[src/rtl/bcc_pkg.sv]
// Package for the button click classifier: widths, register indices,
// reset values and the structs passed between the top level and the lanes.
// No dependencies.
package bcc_pkg;

    localparam int BTN_W           = 16;  // buttons carried in one sample
    localparam int NUM_BUTTONS_DEF = 16;

    localparam int DEB_W   = 8;
    localparam int DCLK_W  = 10;
    localparam int LONG_W  = 12;

    localparam int CFG_IDX_W  = 2;
    localparam int CFG_DATA_W = 12;

    localparam int OUT_W = 4 * BTN_W;

    localparam logic [CFG_IDX_W-1:0] REG_DEBOUNCE     = 2'd0;
    localparam logic [CFG_IDX_W-1:0] REG_DOUBLE_CLICK = 2'd1;
    localparam logic [CFG_IDX_W-1:0] REG_LONG_PRESS   = 2'd2;

    localparam logic [DEB_W-1:0]  DEB_RST  = 8'd15;
    localparam logic [DCLK_W-1:0] DCLK_RST = 10'd200;
    localparam logic [LONG_W-1:0] LONG_RST = 12'd500;

    typedef struct packed {
        logic [DEB_W-1:0]  debounce_ticks;
        logic [DCLK_W-1:0] double_click_ticks;
        logic [LONG_W-1:0] long_press_ticks;
    } cfg_t;

    typedef struct packed {
        logic single_click;
        logic double_click;
        logic long_press;
        logic pressed;
    } lane_evt_t;

endpackage

[src/rtl/bcc_lane.sv]
// One button's debounce and click classification state.
// Depends on bcc_pkg.
module bcc_lane (
    input  logic               aclk,
    input  logic               aresetn,
    input  logic               step_en,
    input  logic               btn_down,
    input  bcc_pkg::cfg_t      cfg,
    output bcc_pkg::lane_evt_t evt
);
    import bcc_pkg::*;

    logic              last_sample_reg, last_sample_next;
    logic              debounced_reg, debounced_next;
    logic              long_done_reg, long_done_next;
    logic              pending_reg, pending_next;
    logic [DEB_W-1:0]  settle_reg, settle_next;
    logic [LONG_W-1:0] hold_reg, hold_next;
    logic [DCLK_W-1:0] age_reg, age_next;

    // one bit wider than the counters: compares see the unsaturated value
    logic [DEB_W:0]    settle_v;
    logic [LONG_W:0]   hold_v;
    logic [DCLK_W:0]   age_v;
    logic              single_c, double_c, long_c;

    always_comb begin
        last_sample_next = btn_down;
        debounced_next   = debounced_reg;
        long_done_next   = long_done_reg;
        pending_next     = pending_reg;
        single_c         = 1'b0;
        double_c         = 1'b0;
        long_c           = 1'b0;

        settle_v = (btn_down != last_sample_reg) ? '0 : {1'b0, settle_reg} + 1'b1;
        hold_v   = {1'b0, hold_reg} + 1'b1;
        age_v    = {1'b0, age_reg} + 1'b1;

        // debounced edge
        if (settle_v >= {1'b0, cfg.debounce_ticks} && btn_down != debounced_reg) begin
            debounced_next = btn_down;
            if (btn_down) begin
                hold_v         = '0;
                long_done_next = 1'b0;
            end else if (!long_done_reg) begin
                if (pending_reg && age_v <= {1'b0, cfg.double_click_ticks}) begin
                    double_c     = 1'b1;
                    pending_next = 1'b0;
                end else begin
                    single_c     = pending_reg;  // older window just ran out
                    pending_next = 1'b1;
                    age_v        = '0;
                end
            end else begin
                pending_next = 1'b0;             // release ending a long press
            end
        end

        if (debounced_next && !long_done_next && hold_v >= {1'b0, cfg.long_press_ticks}) begin
            long_done_next = 1'b1;
            long_c         = 1'b1;
            pending_next   = 1'b0;
        end

        if (pending_next && age_v > {1'b0, cfg.double_click_ticks}) begin
            single_c     = 1'b1;
            pending_next = 1'b0;
        end

        settle_next = settle_v[DEB_W]  ? '1 : settle_v[DEB_W-1:0];
        hold_next   = hold_v[LONG_W]   ? '1 : hold_v[LONG_W-1:0];
        age_next    = age_v[DCLK_W]    ? '1 : age_v[DCLK_W-1:0];
    end

    always_ff @(posedge aclk) begin
        if (!aresetn) begin
            last_sample_reg <= 1'b0;
            debounced_reg   <= 1'b0;
            long_done_reg   <= 1'b0;
            pending_reg     <= 1'b0;
            settle_reg      <= '0;
            hold_reg        <= '0;
            age_reg         <= '0;
        end else if (step_en) begin
            last_sample_reg <= last_sample_next;
            debounced_reg   <= debounced_next;
            long_done_reg   <= long_done_next;
            pending_reg     <= pending_next;
            settle_reg      <= settle_next;
            hold_reg        <= hold_next;
            age_reg         <= age_next;
        end
    end

    assign evt.single_click = single_c;
    assign evt.double_click = double_c;
    assign evt.long_press   = long_c;
    assign evt.pressed      = debounced_next;

endmodule

[src/rtl/button_click_classifier.sv]
// Top level of the button click classifier: stream ports, config registers,
// input and result registers, one bcc_lane per button. Depends on bcc_pkg, bcc_lane.
// Usage
//   s_* : one transaction per poll tick; s_tdata[15:0] = raw_levels, bit i low
//         means button i pressed.
//   m_* : one transaction per input transaction, m_tdata holds from bit 0 up
//         single_mask, double_mask, long_mask, pressed_mask (16 bits each).
//   cfg_* : register writes; index 0 debounce, 1 double-click window,
//         2 long press. Other indices are ignored. cfg_ready is always high.
//         Write only while no transaction is in flight.
// Timing
//   A sample accepted into the input register is turned by the lanes into a
//   result, loaded into the result register once that register is free.
//   Throughput is one transaction per cycle while the result is not stalled.
// Reset: synchronous, active low; clears all button state to released/idle,
//   empties both registers and loads default timings 15 / 200 / 500 ticks.
// Stall
//   When m_tready is low the result holds; an empty input register still takes one
//   more sample, then s_tready drops until the result is taken.
module button_click_classifier #(
    parameter int NUM_BUTTONS = bcc_pkg::NUM_BUTTONS_DEF
) (
    input  logic                             aclk,
    input  logic                             aresetn,
    // input stream
    input  logic                             s_tvalid,
    output logic                             s_tready,
    input  logic [bcc_pkg::BTN_W-1:0]        s_tdata,   // [15:0] raw_levels
    // result stream
    output logic                             m_tvalid,
    input  logic                             m_tready,
    output logic [bcc_pkg::OUT_W-1:0]        m_tdata,   // [15:0] single_mask,
                                                        // [31:16] double_mask,
                                                        // [47:32] long_mask,
                                                        // [63:48] pressed_mask
    // configuration writes
    input  logic                             cfg_valid,
    output logic                             cfg_ready,
    input  logic [bcc_pkg::CFG_IDX_W-1:0]    cfg_index,
    input  logic [bcc_pkg::CFG_DATA_W-1:0]   cfg_data
);
    import bcc_pkg::*;

    // config registers
    cfg_t cfg_reg;

    assign cfg_ready = 1'b1;

    always_ff @(posedge aclk) begin
        if (!aresetn) begin
            cfg_reg.debounce_ticks     <= DEB_RST;
            cfg_reg.double_click_ticks <= DCLK_RST;
            cfg_reg.long_press_ticks   <= LONG_RST;
        end else if (cfg_valid) begin
            unique case (cfg_index)
                REG_DEBOUNCE:     cfg_reg.debounce_ticks     <= cfg_data[DEB_W-1:0];
                REG_DOUBLE_CLICK: cfg_reg.double_click_ticks <= cfg_data[DCLK_W-1:0];
                REG_LONG_PRESS:   cfg_reg.long_press_ticks   <= cfg_data[LONG_W-1:0];
                default: ;        // unmapped index
            endcase
        end
    end

    // input register
    logic             in_valid_reg;
    logic [BTN_W-1:0] in_levels_reg;
    logic             out_free;
    logic             advance;

    assign out_free = !m_tvalid || m_tready;
    assign advance  = in_valid_reg && out_free;
    assign s_tready = !in_valid_reg || out_free;

    always_ff @(posedge aclk) begin
        if (!aresetn) begin
            in_valid_reg <= 1'b0;
        end else if (s_tready) begin
            in_valid_reg <= s_tvalid;
        end
    end

    always_ff @(posedge aclk) begin
        if (s_tready && s_tvalid) begin
            in_levels_reg <= s_tdata;
        end
    end

    // per-button lanes
    lane_evt_t        evt [NUM_BUTTONS];
    logic [BTN_W-1:0] single_m, double_m, long_m, pressed_m;

    for (genvar i = 0; i < NUM_BUTTONS; i++) begin : g_lane
        logic btn_down;
        if (i < BTN_W) begin : g_wired
            assign btn_down = ~in_levels_reg[i];
        end else begin : g_absent
            assign btn_down = 1'b0;        // no input bit: reads as released
        end

        bcc_lane u_lane (
            .aclk     (aclk),
            .aresetn  (aresetn),
            .step_en  (advance),
            .btn_down (btn_down),
            .cfg      (cfg_reg),
            .evt      (evt[i])
        );
    end

    // masks; lanes past bit 15 are dropped, missing lanes read zero
    for (genvar j = 0; j < BTN_W; j++) begin : g_mask
        if (j < NUM_BUTTONS) begin : g_used
            assign single_m[j]  = evt[j].single_click;
            assign double_m[j]  = evt[j].double_click;
            assign long_m[j]    = evt[j].long_press;
            assign pressed_m[j] = evt[j].pressed;
        end else begin : g_unused
            assign single_m[j]  = 1'b0;
            assign double_m[j]  = 1'b0;
            assign long_m[j]    = 1'b0;
            assign pressed_m[j] = 1'b0;
        end
    end

    // result register
    logic             m_valid_reg;
    logic [OUT_W-1:0] m_data_reg;

    always_ff @(posedge aclk) begin
        if (!aresetn) begin
            m_valid_reg <= 1'b0;
        end else if (advance) begin
            m_valid_reg <= 1'b1;
        end else if (m_tready) begin
            m_valid_reg <= 1'b0;
        end
    end

    always_ff @(posedge aclk) begin
        if (advance) begin
            m_data_reg <= {pressed_m, long_m, double_m, single_m};
        end
    end

    assign m_tvalid = m_valid_reg;
    assign m_tdata  = m_data_reg;

endmodule

[config.mk]
export PLATFORM = sky130hd
export DESIGN_NAME = button_click_classifier
export DESIGN_NICKNAME = d
export VERILOG_FILES = /design/src/rtl/bcc_pkg.sv /design/src/rtl/bcc_lane.sv /design/src/rtl/button_click_classifier.sv
export SDC_FILE = /design/constraint.sdc
export NUM_CORES = 2
export LEC_CHECK = 0
export BUFFER_PORTS_ARGS = -buffer_cell sky130_fd_sc_hd__buf_2
export CELL_PAD_IN_SITES_DETAIL_PLACEMENT = 2
export CELL_PAD_IN_SITES_GLOBAL_PLACEMENT = 2
export CORE_MARGIN = 1.5
export CORE_UTILIZATION = 25
export CTS_CLUSTER_DIAMETER = 60
export DETAILED_ROUTE_END_ITERATION = 16
export PLACE_DENSITY_LB_ADDON = 0.1
export SKIP_LAST_GASP = 1
export SYNTH_ARGS = -nofsm -noshare
export SYNTH_HDL_FRONTEND = slang
export SYNTH_SLANG_ARGS = --single-unit
[constraint.sdc]
create_clock -name aclk -period 15.4 [get_ports aclk]
set_input_delay 3.08 -clock aclk [delete_from_list [all_inputs] [get_ports aclk]]
set_output_delay 3.08 -clock aclk [all_outputs]
set_load 0.01 [all_outputs]
==> impl_metrics.py <==
metrics = {
    "timing": {
        "relSlewSlack_pct": 16.7,
        "finalHoldViolations": 0,
        "timing.final.ws_setup_ns": 8.62,
        "rsz0062_at_grt": "false",
        "finalCritPeriodShare_pct": 44.0,
        "hold_slack_ns": 0.456,
        "final.setup_skew_ns": 0.0324,
        "setup_viol": 0,
        "drv_slew": 0,
        "timing_worst_slew_pin_value_ns": 1.24,
        "fmax_mhz": 147,
        "tns_ns": 0,
        "period_minus_slack_ns": 6.78,
    },
    "yosys": {
        "ys_top_cells_by_count": "nor2_1 (737), ha_1 (688), dfxtp_1 (576)",
        "synth-edff-count": 80,
        "synth_nets": 6786,
        "synth_area_leaders": "dfxtp_1 (23%), ha_1 (17%), nor2_1 (5.6%)",
        "synth_cell_type_count": 89,
        "synthArstFlopShare_pct": 0,
        "mappedNetlistArea_sq_um": 49800,
        "yosysWarnings": 0,
        "yosysTopAreaCell": "dfxtp_1",
        "syn_inst": 6063,
        "synth_most_common_cell": "nor2_1",
        "seq_area_frac_synth_pct": 28.0,
        "synth.top_cell.area_share_pct": 23.2,
        "synth_flop_cell": "dfxtp_1",
        "syn_area_per_cell_sq_um": 8.21,
        "synth_seq_cells": 656,
    },
    "grt": {
        "grt_use_met3_pct": 2.06,
        "met2_usage_pct": 34.5,
        "antenna_found_initial": 13,
        "grt-ovfl-total": 0,
        "grt_pass1_vias": 50100,
        "grt_pass1_wl_um": 312000,
        "grt_max_degree": 138,
        "grtUsageMet1_pct": 26.1,
        "busiest_layer": "met2",
        "grtUsageTotal_pct": 19.8,
    },
    "placed_design": {
        "hpwl_um": 143000,
        "gp_congestion": 0.751,
        "port_buffers": 100,
        "place_ws_ns": 8.34,
    },
    "clocking": {
        "numCtsBuffers": 118,
        "postCtsSetupRepairBufs": 0,
        "cts.sinks": 656,
        "clockBufferDepth": 3,
        "clock_latency_ns": 0.76,
        "root_buffer": "clkbuf_16",
        "htree_levels": 3,
        "post_cts_resize_count": 0,
        "clkTransAtPathRegs_ns": 0.05,
        "cts-hold-fix-buffers": 0,
        "cts_tree": "yes",
    },
    "detailed_routing": {
        "wire_per_inst_um": 23.0,
        "num_vias": 46700,
        "ant_nets": 0,
        "first_pass_iters": 5,
        "drc": 0,
        "drtIter0Drc": 1788,
        "drt_wl_total_um": 204000,
        "drt-vias-per-instance": 5.26,
    },
    "critical_path": {
        "crit_chain": "buf_2 > nor2b_1 > nand2_1 > buf_2",
        "critPathMaxStageDelay_ns": 0.25,
        "required_ns": 12.32,
        "cp-end-kind": "output port",
        "slowest_stage": "nor2b_1",
        "start_kind": "input port",
        "path_class": "in2out",
        "worst_ep_arrival_time_ns": 3.70,
        "worst-path-max-fanout": 4,
        "crit_path_frequent_cell": "buf_2",
    },
    "status": {
        "run_status": "finished, final reports clean",
    },
    "finish": {
        "drive_gt1_share_pct": 10.7,
        "fin_util_pct": 29.1,
        "largest_reg_flops": 192,
        "area_delta_synth_final_pct": 15.7,
        "nets": 6842,
    },
    "floorplan": {
        "boundaryPins": 102,
        "die_w_um": 449,
        "rows": 163,
        "core_area_sq_um": 198000,
        "die_height_um": 449,
        "dieArea_sq_um": 202000,
        "start_util_pct": 25.2,
    },
    "pwr": {
        "powerDensity_nw_per_um2": 95.8,
        "leakagePower_nw": 24.5,
        "ir_drop_uv": 79.6,
        "finalPower_w": 0.00552,
    },
    "worst_hold_path": {
        "hold_path.class": "reg2reg",
    },
    "run": {
        "max_cap_viol_count": 0,
    },
}
cells in the final DEF (no fill, tap or decap), types with 19 or more instances in the layout:
master,Yosys,layout
a211oi_1,97,95
xnor2_1,216,216
o221a_2,146,146
a21boi_0,20,19
clkbuf_16,0,123
or3_1,44,44
buf_2,3,99
and2_1,63,62
o21a_1,71,71
o211ai_1,40,40
o21ai_0,329,328
o211a_1,21,21
ha_1,688,688
and3_1,163,163
xor2_1,162,162
buf_4,1,96
nor3_1,149,143
nor2b_1,138,138
nand2b_1,77,76
a31oi_1,89,89
a21o_1,93,93
or2_2,57,57
a32o_1,30,30
inv_6,0,19
dfxtp_1,576,573
nor2_1,737,735
o31ai_1,30,30
nand4_1,97,97
and4_1,24,24
a211o_1,23,23
a21oi_1,443,441
edfxtp_1,80,80
nand3_1,247,247
o22ai_1,104,104
inv_1,196,170
nand2_1,341,341
report_power, final:
group	switching (W)	leakage, nW	internal, W
Sequential	0.0000880	5.48	0.00181
Combinational	0.000528	17.0	0.000311
Clock	0.00106	2.00	0.00173
Total	0.00168	24.5	0.00384
per-layer routing:
metal | share of wire (%) | wire length [um] | up-vias
met5 | 0.0044 | 9 | -
li1 | - | - | 22500
met1 | 48 | 96800 | 23500
met3 | 2.2 | 4460 | 203
met4 | 2.1 | 4290 | 2
met2 | 48 | 98300 | 405
stage by stage:
step	std cells	instance area (sq um)
floorplan	6063	49800
global placement	8639	53500
detailed placement	8639	53500
CTS	8864	57600
global route	8865	57600
finish	8867	57600
worst paths after layout:
kind	startpoint	endpoint	slack [ns]	cells after the start
worst max-delay path	m_tready	s_tready	8.62	4
worst min-delay path	g_lane[7].u_lane.long_done_reg$_SDFFE_PN0P_	g_lane[7].u_lane.long_done_reg$_SDFFE_PN0P_	0.46	2
worst max register to register	in_levels_reg[7]$_DFFE_PP_	m_tdata[7]$_SDFFCE_PP1P_	8.97	18
worst min register to register	g_lane[7].u_lane.long_done_reg$_SDFFE_PN0P_	g_lane[7].u_lane.long_done_reg$_SDFFE_PN0P_	0.46	2
kinds of logic (layout without fill, tap and decap cells):
kind of cell / Yosys count / in the layout / share of synthesized area, %
simple gates: 2191 / 2191 / 21.5
other cells: 1 / 4 / 0.00753
flops: 656 / 656 / 28.0
buf+inv: 459 / 620 / 3.48
compound gates: 1675 / 1675 / 22.8
mux: 14 / 14 / 0.282
xor+xnor: 379 / 379 / 6.68
fa+ha+maj: 688 / 688 / 17.3
critical path: cells and delay by family:
kind,cells,cell delay [ns]
buffers and inverters,2,0.25
AND/OR/NAND/NOR,2,0.37
area by class of cell:
cell class,count,area [sq um]
Clock inverter,74,831
Tap cell,2640,3300
Inverter,198,758
Antenna cell,3,7.51
Timing Repair Buffer,197,1250
Clock buffer,151,3300
Sequential cell,656,13900
Fill cell,22500,140000
Multi-Input combinational cell,4948,34200
Note: power is estimated with default switching activity, not from simulation.
